## src/vrs_pkg.sv

```systemverilog
// vrs_pkg: shared types, codes and helpers of the vector autoregression block
// used by vrs_store, vrs_mac_unit and var_recursive_simulator_top
`default_nettype none

package vrs_pkg;

    // default sizes handed to the top level
    localparam int CHANNELS_DEF = 4;
    localparam int MAX_LAGS_DEF = 4;

    // input item kinds, carried in tuser
    typedef enum logic [1:0] {
        CMD_LOAD_COEF = 2'd0,
        CMD_LOAD_ICPT = 2'd1,
        CMD_SEED      = 2'd2,
        CMD_STEP      = 2'd3
    } cmd_t;

    // configuration register indexes
    localparam logic [1:0] CFG_LAGS_IN_USE   = 2'd0;
    localparam logic [1:0] CFG_USE_INTERCEPT = 2'd1;

    // sequencer states
    typedef enum logic [2:0] {
        ST_IDLE,
        ST_INIT,
        ST_MAC,
        ST_DRAIN,
        ST_FINISH,
        ST_WRITE,
        ST_EMIT
    } state_t;

    // store controls from the sequencer
    typedef struct packed {
        logic coef_we;
        logic hist_we;
        logic rd_en;
    } store_ctrl_t;

    // multiply-accumulate controls from the sequencer
    typedef struct packed {
        logic init;
        logic issue;
    } mac_ctrl_t;

    // multiply-accumulate status back to the sequencer
    typedef struct packed {
        logic busy;
    } mac_stat_t;

    // address width of a store, at least one bit
    function automatic int addr_w(input int depth);
        return (depth > 1) ? $clog2(depth) : 1;
    endfunction

endpackage

`default_nettype wire

```

## src/vrs_store.sv

```systemverilog
// vrs_store: coefficient memory and lag history memory, read data registered
// depends on vrs_pkg
`default_nettype none

module vrs_store #(
    parameter int CHANNELS = vrs_pkg::CHANNELS_DEF,
    parameter int MAX_LAGS = vrs_pkg::MAX_LAGS_DEF
) (
    input  wire                                                   clk,
    input  vrs_pkg::store_ctrl_t                                  ctrl,
    input  wire [vrs_pkg::addr_w(CHANNELS*CHANNELS*MAX_LAGS)-1:0] coef_waddr,
    input  wire [vrs_pkg::addr_w(CHANNELS*CHANNELS*MAX_LAGS)-1:0] coef_raddr,
    input  wire signed [31:0]                                     coef_wdata,
    input  wire [vrs_pkg::addr_w(CHANNELS*MAX_LAGS)-1:0]          hist_waddr,
    input  wire [vrs_pkg::addr_w(CHANNELS*MAX_LAGS)-1:0]          hist_raddr,
    input  wire signed [31:0]                                     hist_wdata,
    output logic signed [31:0]                                    coef_q,
    output logic signed [31:0]                                    hist_q
);
    import vrs_pkg::*;

    localparam int COEF_DEPTH = CHANNELS * CHANNELS * MAX_LAGS;
    localparam int HIST_DEPTH = CHANNELS * MAX_LAGS;

    logic signed [31:0] coef_mem [COEF_DEPTH];
    logic signed [31:0] hist_mem [HIST_DEPTH];

    // coefficient memory
    always_ff @(posedge clk)
    begin
        if (ctrl.coef_we)
        begin
            coef_mem[coef_waddr] <= coef_wdata;
        end
        if (ctrl.rd_en)
        begin
            coef_q <= coef_mem[coef_raddr];
        end
    end

    // lag history memory, rows rotate under a base offset kept by the sequencer
    always_ff @(posedge clk)
    begin
        if (ctrl.hist_we)
        begin
            hist_mem[hist_waddr] <= hist_wdata;
        end
        if (ctrl.rd_en)
        begin
            hist_q <= hist_mem[hist_raddr];
        end
    end

endmodule

`default_nettype wire

```

## config.mk

```make
export PLATFORM = sky130hd
export DESIGN_NAME = vrs_store
export DESIGN_NICKNAME = d
export VERILOG_FILES = /design/src/vrs_pkg.sv /design/src/vrs_store.sv
export SDC_FILE = /design/constraint.sdc
export NUM_CORES = 2
export LEC_CHECK = 0
export BUFFER_PORTS_ARGS = -buffer_cell sky130_fd_sc_hd__buf_4
export CAP_MARGIN = 20
export CELL_PAD_IN_SITES_DETAIL_PLACEMENT = 1
export CELL_PAD_IN_SITES_GLOBAL_PLACEMENT = 1
export CORE_MARGIN = 5
export CORE_UTILIZATION = 45
export DETAILED_ROUTE_END_ITERATION = 8
export PLACE_DENSITY = 0.65
export SETUP_SLACK_MARGIN = 0.2
export SLEW_MARGIN = 5
export SYNTH_ARGS = -nofsm -noshare
export SYNTH_HDL_FRONTEND = slang
export SYNTH_SLANG_ARGS = --single-unit
```

## constraint.sdc

```tcl
create_clock -name clk -period 6.4 [get_ports clk]
set_clock_uncertainty 0.2 [all_clocks]
set_input_delay 1.28 -clock clk [delete_from_list [all_inputs] [get_ports clk]]
set_output_delay 1.28 -clock clk [all_outputs]
set_load 0.01 [all_outputs]
```

Word level (Yosys, flattened, before mapping)
Memories as Yosys holds them, arrays and structs flattened. A register that Yosys moved wholly into a read port is not among the register bits.
Cells that the tools add are included.

operators by class
  multiplexer cells = 4

operators with widths
  operator  count
  $mux 1    4

storage, ports and cells
  output and inout port bits = 64
  flip-flop bits (word level) = 0
  RAM bits = 2,560
  memories = 2

memory list
  memory    depth  bits a word  rd ports  clocked after Yosys merged registers in  wr ports  RTL line         source
  coef_mem  64     32           1         1                                        1         vrs_store.sv:25  logic signed [31:0] coef_mem [COEF_DEPTH];
  hist_mem  16     32           1         1                                        1         vrs_store.sv:26  logic signed [31:0] hist_mem [HIST_DEPTH];

Depth between registers and ports, before layout
  depth after elaboration = 2
  mapped depth = 10
  depth with buffers taken out = 5

Worst setup path after synthesis
Ideal clock, no wire load.

  path kind = input port to flip-flop
  start point = input port hist_waddr[3] (netlist bit)
  end point = memory hist_mem[0][0], enable pin
  arrival time = 4,000 ps
  path buffers = 0
  cell stages on the path = 2
  path slack = 1,739 ps
  library setup time = 461 ps
  cells stage by stage = or3b_2 nor3_1

RTL lines
  item                RTL line         source
  start: declaration  vrs_store.sv:14  input wire [vrs_pkg::addr_w(CHANNELS*MAX_LAGS)-1:0] hist_waddr,
  end: declaration    vrs_store.sv:26

Straight into the memory's write port.

==> key figures <==
Status
  • Run status: completed

STA
  • Min Hold Slack: 452 ps
  • Max-slew violations: 0
  • Final hold vios: 0
  • TNS Setup: 0 ps
  • Final worst path period need: between 3000 and 4000 ps
  • Max Clk Rate: 254 MHz
  • Actual slew at the worst max-slew pin: 1160 ps
  • Slew HR: roughly 23%
  • Period Utilization, post-route: 61.6%
  • Final setup viols: 0
  • Unrepaired setup endpoints after global routing: no

GRT
  • First-pass GRT wire length: 377,000 um
  • GRT Total Usage: 23.0%
  • Initial antenna violation count: 28
  • Grt total ovfl: 0
  • Largest net degree at the start of global routing: 83
  • Vias in the first global route: 49.3k

Critical path
  • Critical path buffers and inverters: 2
  • Slowest-stage cell, CP: a211oi_1
  • Worst Reg-to-Reg Cells: 5
  • Crit path DAT: 4410 ps
  • Kind of critical path: input port to flip-flop
  • Worst r2r src: coef_mem[45][19]$_DFFE_PP_
  • CP max FO: 82
  • Startpoint types: input port
  • Critical path's top delay family: compound AO/OA/AOI/OAI gates
  • Crit path capture type: flip-flop
  • Reg-to-reg slack, setup: 3580 ps
  • Req. time, crit path: 6870 ps
  • Reg-to-Reg End: coef_q[19]$_DFFE_PP_
  • Largest stage delay, worst path: 860 ps
  • CP Cell Sequence: buf_8 > buf_12 > mux4_2 > nor2b_1 > a211oi_1 > o22ai_1 > and3_1

CTS
  • Worst-path clk slew: 60 ps
  • H-tree levels: 5
  • PostCTS Resize Cnt: 0
  • Post-CTS Repair Setup Buffers: 0
  • Hold Buf Count CTS: 0
  • CTS max path bufs: 4
  • Skew-Pair Late Insertion Delay: about 900 ps
  • Total clock sinks: approximately 2.6k
  • Root buf cell: clkbuf_16
  • TritonCTS clock tree: done
  • CTS buffer count: about 290

Cells and area
  • Final #Nets: 4,651
  • Layout cell share with drive strength beyond 1: approximately 30%
  • Most frequent cells in the layout: edfxtp_1, mux4_2, clkbuf_16
  • Most common cell after layout, fill and taps aside: edfxtp_1
  • Area growth from synthesis to layout: 14.3%

Logic synthesis
  • Synth unique cells: 39
  • Syn Std Cell Area: 99,000 um^2
  • Yosys top cell area share: 79.6%
  • Post-synthesis sequential area ratio: 79.6%
  • Ys Warns: 0
  • Syn_nets: roughly 4.3k
  • Synth top area cells: edfxtp_1, mux4_2, mux2i_1, o22ai_1, a22oi_1
  • Post-Syn Area per Cell: 23.5 um^2
  • Yosys reg bits: 2,624
  • Syn Inst Count: 4,206
  • Post-synth top area cell: edfxtp_1

Hold path
  • Hold depth: 1
  • Hold path startpoint: hist_wdata[3]
  • Worst hold path type: input port to flip-flop
  • Worst Hold Path EP: hist_mem[11][3]$_DFFE_PP_

Place
  • Hpwl dp: approximately 150,000 um
  • Final Wtd Congestion: 0.780
  • Number of I/O port buffers: 151

Floorplanning
  • Die Y: 479 um
  • I/O pin count: between 150 and 200
  • Area of the core: 219,000 um^2
  • Die width: 479 um
  • Row cnt: 172
  • Die Footprint: ~230,000 um^2
  • Starting density of the core: 45.2%

Detailed routing
  • Remaining DRCs: 0
  • Initial DRT Pass Iterations: 5
  • Routed wire length: 264,000 um
  • Initial DRC Count: 5,508
  • Drt via density: 6.18
  • DRT antenna net count: 0
  • Avg WL per Cell: 34.6 um
  • Routed vias: roughly 47k

Power and ir drop
  • Leak: 35.0 nW
  • Peak supply drop: 0.354 mV
  • Pwr dens: approximately 320 nW/um^2

Job
  • Max-Cap Viols: 0
-- how the worst max path moves through the flow --
stage,startpoint,endpoint,cells after the start
final,coef_raddr[2],coef_q[19]$_DFFE_PP_,7
after global routing,coef_raddr[0],coef_q[11]$_DFFE_PP_,7
after CTS,coef_raddr[0],coef_q[11]$_DFFE_PP_,7
after detailed placement,coef_raddr[2],coef_q[19]$_DFFE_PP_,7
after global placement,coef_raddr[2],coef_q[19]$_DFFE_PP_,7
after floorplan,hist_waddr[3],hist_mem[0][0]$_DFFE_PP_,2
-- Yosys cell counts --
library cell,count
buf_6,20
nor4_1,5
a31oi_1,1
nor2_1,101
nand2_1,70
a211oi_1,21
o211ai_1,1
mux2i_1,63
a221oi_1,4
and4_1,1
nor2b_1,30
nand4_1,49
a22oi_1,56
mux4_2,655
and2_1,1
edfxtp_1,2624
mux2_2,3
a32oi_1,2
or3b_2,4
o221ai_1,45
nor3_1,8
and3_1,20
o22ai_1,73
or2_2,6
a311oi_1,1
o31ai_1,1
nand3b_1,7
buf_4,27
a211o_1,2
a21oi_1,16
or4_1,1
or3_1,1
nand2b_1,13
o21ai_1,9
nand3_1,73
clkbuf_1,102
o21ai_0,6
buf_1,18
buf_2,66
-- area by class of cell --
| cell class | instances | area (um^2) |
|---|---|---|
| fill | 18800 | 106000 |
| sequential | 2624 | 78800 |
| multi-input combinational | 1349 | 19700 |
| clock buffer | 346 | 7570 |
| tap | 2871 | 3590 |
| timing repair buffer | 303 | 2600 |
| clock inverter | 134 | 950 |
| antenna | 10 | 25.0 |
-- state kept, by name, summed over array words and instances, names as in the netlist --
name / flops
coef_q: 32
hist_q: 32
coef_mem: 2048
hist_mem: 512
-- stage by stage --
stage / instance area [um^2] / cells / utilization, % / power (mW) / worst slack [ps]
after floorplan: 99000 / 4206 / - / 20.5 / 1740
after global placement: 104000 / 7138 / 47.6 / 21.3 / 1520
after detailed placement: 105000 / 7147 / 47.7 / 21.4 / 1490
after CTS: 113000 / 7627 / 51.6 / 36.6 / 2560
after global routing: 113000 / 7634 / 51.6 / 37.5 / 2420
final: 113000 / 7637 / 51.6 / 36.3 / 2460
-- layer usage --
layer	track usage [%]	vias up	part of all wire, %
li1	-	18800	-
met1	32.2	26000	41
met2	37.4	1953	49
met3	4.44	432	7.3
met4	6.69	20	2.8
met5	0	-	0.055
-- report_power, final --
| part | leakage, nW | switching [mW] | total (mW) | internal (mW) |
|---|---|---|---|---|
| logic | 7.15 | 1.10 | 1.75 | 0.646 |
| registers | 23.7 | 0.0903 | 19.2 | 19.1 |
| clock network | 4.18 | 6.46 | 15.3 | 8.88 |
-- worst reg2reg max path: stages (launching register included) --
cell      delay [ps]
edfxtp_1         370
mux4_2           470
nor2b_1          140
a211oi_1         860
o22ai_1          320
and3_1           230
-- cell families (layout without fill, tap and decap cells) --
family,after synthesis,count (layout),synth area share (%)
flops,2624,2624,79.6
mux,721,721,15.6
simple gates,390,390,1.95
compound gates,238,238,1.70
buf+inv,233,783,1.22
other cells,0,10,0
Power figures use the tool's default switching activity.
