**config.mk**
```make
export PLATFORM = sky130hd
export DESIGN_NAME = vrs_mac_unit
export DESIGN_NICKNAME = d
export VERILOG_FILES = /design/src/vrs_pkg.sv /design/src/vrs_mac_unit.sv
export SDC_FILE = /design/constraint.sdc
export NUM_CORES = 2
export LEC_CHECK = 0
export ABC_AREA = 1
export BUFFER_PORTS_ARGS = -buffer_cell sky130_fd_sc_hd__buf_2
export CAP_MARGIN = 25
export CORE_ASPECT_RATIO = 1.4
export CORE_UTILIZATION = 35
export CTS_CLUSTER_DIAMETER = 150
export DETAILED_ROUTE_END_ITERATION = 10
export PLACE_DENSITY = 0.55
export REMOVE_ABC_BUFFERS = 1
export SLEW_MARGIN = 20
export SYNTH_ARGS = -nofsm -noshare
export SYNTH_HDL_FRONTEND = slang
export SYNTH_SLANG_ARGS = --single-unit
```
**constraint.sdc**
```tcl
create_clock -name clk -period 7.6 [get_ports clk]
set_clock_uncertainty 0.15 [all_clocks]
set_input_delay 0.38 -clock clk [delete_from_list [all_inputs] [get_ports clk]]
set_output_delay 0.38 -clock clk [all_outputs]
set_load 0.02 [all_outputs]
```
**src/vrs_pkg.sv**
```systemverilog
// vrs_pkg: shared types, codes and helpers of the vector autoregression block
// used by vrs_store, vrs_mac_unit and var_recursive_simulator_top
`default_nettype none

package vrs_pkg;

    // default sizes handed to the top level
    localparam int CHANNELS_DEF = 4;
    localparam int MAX_LAGS_DEF = 4;

    // input item kinds, carried in tuser
    typedef enum logic [1:0] {
        CMD_LOAD_COEF = 2'd0,
        CMD_LOAD_ICPT = 2'd1,
        CMD_SEED      = 2'd2,
        CMD_STEP      = 2'd3
    } cmd_t;

    // configuration register indexes
    localparam logic [1:0] CFG_LAGS_IN_USE   = 2'd0;
    localparam logic [1:0] CFG_USE_INTERCEPT = 2'd1;

    // sequencer states
    typedef enum logic [2:0] {
        ST_IDLE,
        ST_INIT,
        ST_MAC,
        ST_DRAIN,
        ST_FINISH,
        ST_WRITE,
        ST_EMIT
    } state_t;

    // store controls from the sequencer
    typedef struct packed {
        logic coef_we;
        logic hist_we;
        logic rd_en;
    } store_ctrl_t;

    // multiply-accumulate controls from the sequencer
    typedef struct packed {
        logic init;
        logic issue;
    } mac_ctrl_t;

    // multiply-accumulate status back to the sequencer
    typedef struct packed {
        logic busy;
    } mac_stat_t;

    // address width of a store, at least one bit
    function automatic int addr_w(input int depth);
        return (depth > 1) ? $clog2(depth) : 1;
    endfunction

endpackage

`default_nettype wire

```
**src/vrs_mac_unit.sv**
```systemverilog
// vrs_mac_unit: shared multiplier and wide accumulator with round and saturate
// depends on vrs_pkg
`default_nettype none

module vrs_mac_unit #(
    parameter int ACC_W = 74
) (
    input  wire                      clk,
    input  wire                      rst_n,
    input  vrs_pkg::mac_ctrl_t       ctrl,
    input  wire signed [ACC_W-1:0]   init_value,
    input  wire signed [31:0]        coef,
    input  wire signed [31:0]        past,
    output vrs_pkg::mac_stat_t       stat,
    output logic signed [31:0]       result
);
    import vrs_pkg::*;

    logic                    rd_v_reg;
    logic                    prod_v_reg;
    logic signed [63:0]      prod_reg;
    logic signed [ACC_W-1:0] acc_reg;
    logic signed [ACC_W-1:0] rnd;

    // operand valid pipeline, aligned with the registered memory reads
    always_ff @(posedge clk or negedge rst_n)
    begin
        if (!rst_n)
        begin
            rd_v_reg   <= 1'b0;
            prod_v_reg <= 1'b0;
        end
        else
        begin
            rd_v_reg   <= ctrl.issue;
            prod_v_reg <= rd_v_reg;
        end
    end

    // product register and accumulator
    always_ff @(posedge clk)
    begin
        if (rd_v_reg)
        begin
            prod_reg <= coef * past;
        end
        if (ctrl.init)
        begin
            acc_reg <= init_value;
        end
        else if (prod_v_reg)
        begin
            acc_reg <= acc_reg + {{(ACC_W-64){prod_reg[63]}}, prod_reg};
        end
    end

    assign stat.busy = rd_v_reg | prod_v_reg;

    // round half up, drop 16 fraction bits, saturate to 32 bits
    always_comb
    begin
        rnd = acc_reg + {{(ACC_W-16){1'b0}}, 16'h8000};
        if ((&rnd[ACC_W-1:47]) || !(|rnd[ACC_W-1:47]))
        begin
            result = rnd[47:16];
        end
        else if (rnd[ACC_W-1])
        begin
            result = 32'sh8000_0000;
        end
        else
        begin
            result = 32'sh7fff_ffff;
        end
    end

endmodule

`default_nettype wire

```
# ---- Word level (Yosys, flattened, before mapping)
# Index checks and enable logic that the tools add are counted.
dict set report op_classes {
  mul 1
  n_reduce_logical 5
  n_eq_ne 0
  n_shift 0
  magnitude_cmp 0
  bitwise 1
  n_mux 4
  add_sub_neg 2
  n_div 0
}
# operator count
set ops {}
lappend ops {{$mux W74} 2}
lappend ops {{$add A74 B16 Y74 const B} 1}
lappend ops {{$add A74 B74 Y74} 1}
lappend ops {{$mul A32 B32 Y64} 1}
lappend ops {{$mux W32} 2}
lappend ops {{$reduce_and A27 Y1} 1}
lappend ops {{$reduce_or A27 Y1} 1}
lappend ops {{$reduce_bool A2 Y1} 1}
lappend ops {{$logic_not A1 Y1} 1}
lappend ops {{$logic_or A1 B1 Y1} 1}
lappend ops {{$or A1 B1 Y1} 1}
dict set report totals {
  romBits 0
  input_bits 142
  n_memories 0
  regBits 140
  ramBits 0
  latchBits 0
}

# ---- Depth between registers and ports, before layout
dict set report depth {
  depth_word 5
  depth_mapped 31
  depth_no_buf 30
}

# ---- Worst setup path before layout
# Ideal clock, no wire load.
dict set report synth_timing {
  kind {in2reg}
  start {input coef[31]}
  end {register prod_reg[55] (data pin)}
  arrival_ns 6.995
  setup_ns 0.266
  setup_slack_ns 0.189
  cell_stages 29
  cell_sequence {clkbuf_1 > nand2_1 > inv_1 > fa_1 > inv_1 > fa_1 > inv_1 > fa_1 > fa_1 > inv_1 > fa_1 > inv_1 > fa_1 > inv_1 > fa_1 > inv_1 > fa_1 > ha_1 > nand2_1 > nor2_1 > inv_1 > nor2_1 > inv_1 > nor2_1 > inv_1 > nor3_1 > nand2_1 > o2111ai_1 > xor2_1}
}
dict set report synth_via {
  elab_chain_len 1
}
# element line_no
set synth_rtl {}
lappend synth_rtl {{from (decl)} vrs_mac_unit.sv:12} ;# input wire signed [31:0] coef,
lappend synth_rtl {{$mul A32 B32 Y64} vrs_mac_unit.sv:45} ;# prod_reg <= coef * past;
lappend synth_rtl {{to (signal assigned)} vrs_mac_unit.sv:45}
lappend synth_rtl {{to (decl)} vrs_mac_unit.sv:21} ;# logic signed [63:0] prod_reg;
# No other way between the ends.
# A chain may end at the register's enable or synchronous reset.

# ---- Final worst setup path
dict set report layout_timing {
  start {input past[8]}
  end {register prod_reg[50] (data pin)}
}
dict set report layout_via {
  elab_chain_len 1
}
# element line_no
set layout_rtl {}
lappend layout_rtl {{from (decl)} vrs_mac_unit.sv:13} ;# input wire signed [31:0] past,
lappend layout_rtl {{$mul A32 B32 Y64} vrs_mac_unit.sv:45}
# No other way between the ends.

==> impl_results.md <==
- Status: finished, final reports clean
- Final Routed Wirelength: between 150,000 and 200,000 um
- Final Max Slew Viols: 0
- Initial drt markers: 2,511
- Max clock buf depth: 2
- First-pass DRT Iterations: 8
- Max Fclk: 0.1351 GHz
- Remaining Overflow, GRT: 0
- Most frequent CP cell: fa_1
- Worst path bufs/invs: 11
- Vias per inst: 4.818
- DIE HEIGHT: 450.4 um
- Post-Syn Area per Cell: 7.653 sq um
- Tcrit/Tclk final: 97.42%
- H-tree Lvls: 4
- Slowest CP cell: fa_1
- RSZ-0062 raised after global routing: no
- Final worst path period need: 7404 ps
- Worst-path fanout max: 18
- Die X: 322.3 um
- Initial core utilization: 35.24%
- Cell family with most CP delay: adder cells
- Number of flip-flops in the largest register: 74
- Dpl cells: 8,771
- Hold Violations, Final: 0
- Crit path required time: approximately 7700 ps
- # DRC: 0
- Antenna viol nets, final: 0
- Max cap viols: 0
- Non-Filler Instances: 8,805
- Number of enable flip-flop cells after synthesis: around 140
- Register area share after synthesis: between 8 and 9%
- Most common cell after layout, fill and taps aside: nand2_1
- DR vias: 42,420
- Filler Cell Count: 15,000
- Clk root buf: clkbuf_16
- FP Rows: 164
- Area grow syn2layout: 12.04%
- Total CTS buffers: 17
- Initial antenna violation count: 4
- Vias in the first global route: 46,880
- First-pass GRT wire length: 274,500 um
- Max_slew headroom: 30.15%
- Startpoint types: primary input
- Layout cells sized above 1: 8.673%
- Synth async-reset ratio: 1.429%
- Port bufs: 174
- Clock sink count: 140
- Total track usage: 25.13%
- Clk_lat worst skew: 470 ps
- Syn Std Cell Area: around 50,000 sq um
- Post-route setup TNS: 0 ps
- Cells after Synth: 6,567
- Core area: 142,600 sq um
- Wire per inst: 20.18 um
- DP HPWL: roughly 160,000 um
- CTS tree: done
- Critical path type: primary input to flop
- Routability cong.: 0.9898
- IO Pins: 175
- Number of setup violations in the final report: 0
- Library cells used by synthesis: 42
- DIE AREA: between 100,000 and 150,000 sq um
- Max incr delay on CP: 550 ps
- Setup crit end kind: flop
- Yosys warns: 0
- Hold WC Path Type: primary input to flop
- Largest net degree at the start of global routing: 69
- Final-stage net count: 8,366
- Critical path arrival: 7470 ps
- Measured slew at the worst slew-check pin: 1048 ps
- Clk slew on worst S/H paths: 80 ps
- Most used DFF post-synth: edfxtp_1
- Commonest cells after routing, fill and taps aside: nand2_1, inv_1, fa_1
- Synthesized flop and latch total: 140
-- area by class of cell --
| cell class | count | area (sq um) | share of cell area [%] |
|---|---|---|---|
| Sequential cell | 140 | 4195 | 7.451 |
| Inverter | 1727 | 6482 | 11.51 |
| Tap cell | 1909 | 2389 | 4.242 |
| Clock inverter | 13 | 191.4 | 0.3400 |
| Timing Repair Buffer | 511 | 3871 | 6.876 |
| Antenna cell | 1 | 2.502 | 0.004444 |
| Clock buffer | 18 | 429.2 | 0.7622 |
| Multi-Input combinational cell | 4486 | 38740 | 68.81 |
-- Yosys cell counts, types with 14 or more instances --
cell         n  area, sq um
nand2_1   1778         6674
inv_1     1724         6471
fa_1      1083        21680
nor2_1     447         1678
ha_1       258         3228
a21oi_1    219         1096
clkbuf_1   206        773.2
o21ai_0    184        920.9
edfxtp_1   138         4144
nand3_1    137        685.7
xor2_1      65        569.3
xnor2_1     58        508.0
nand4_1     49        306.5
or2_2       37        231.5
nor3_1      25        125.1
a31oi_1     18        112.6
nand3b_1    17        127.6
o21bai_1    17        127.6
o21a_1      14        105.1
-- stage by stage --
stage / hold WS [ps] / setup slack [ps] / util, % / cell area, sq um
after floorplan: -65.59 / 434.0 / - / 49420
after global placement: 16.49 / -260.1 / 39.03 / 55660
after detailed placement: 17.00 / -281.5 / 39.03 / 55660
after CTS: 6.411 / 198.8 / 39.48 / 56300
after global routing: 25.45 / 11.89 / 39.48 / 56300
final: 17.24 / 196.1 / 39.48 / 56300
-- worst paths after layout --
kind                       slack, ps           end  cells past startpoint           start
min in group asynchronous         80      rd_v_reg                      2           rst_n
hold / removal                    20   acc_reg[72]                      3  init_value[72]
hold reg to reg                  490    acc_reg[0]                      3      acc_reg[0]
setup reg to reg                3100   acc_reg[54]                     15     prod_reg[0]
max in group asynchronous       7120      rd_v_reg                      2           rst_n
setup / recovery                 200  prod_reg[50]                     29         past[8]
-- routing by layer --
| layer | global-route usage (%) | routed length, um | up-vias |
|---|---|---|---|
| met3 | 1.514 | 5875 | 307 |
| met1 | 29.16 | 69020 | 21340 |
| met4 | 11.75 | 9374 | 2 |
| met5 | 0 | 13 | - |
| li1 | - | - | 19740 |
| met2 | 46.74 | 93430 | 1036 |
-- tightest hold or removal path: stages --
cell	delay [ps]
buf_2	80
nand2_1	40
nand2_1	50
-- cell families (layout without fill, tap and decap cells) --
logic type / count (synthesis) / after routing / synth area share (%)
buffers and inverters: 1941 / 2269 / 14.56
xor gates and xnor gates: 123 / 123 / 2.144
adders and majority gates: 1341 / 1341 / 49.57
DFF: 140 / 140 / 8.346
other: 0 / 1 / 0
AOI/OAI and AO/OA: 493 / 493 / 5.298
and+or+nand+nor: 2529 / 2529 / 20.08
-- repair_timing --
action | 4_1_cts | 5_1_grt
hold buffers | 2 | 0
setup buffers | 0 | 0
hold endpoints to repair | 3 | 0
gates resized for setup | 0 | 0
Power is left out: the tool's default activity adds up to more than one toggle a clock period on the data nets, which glitch-free logic cannot reach.
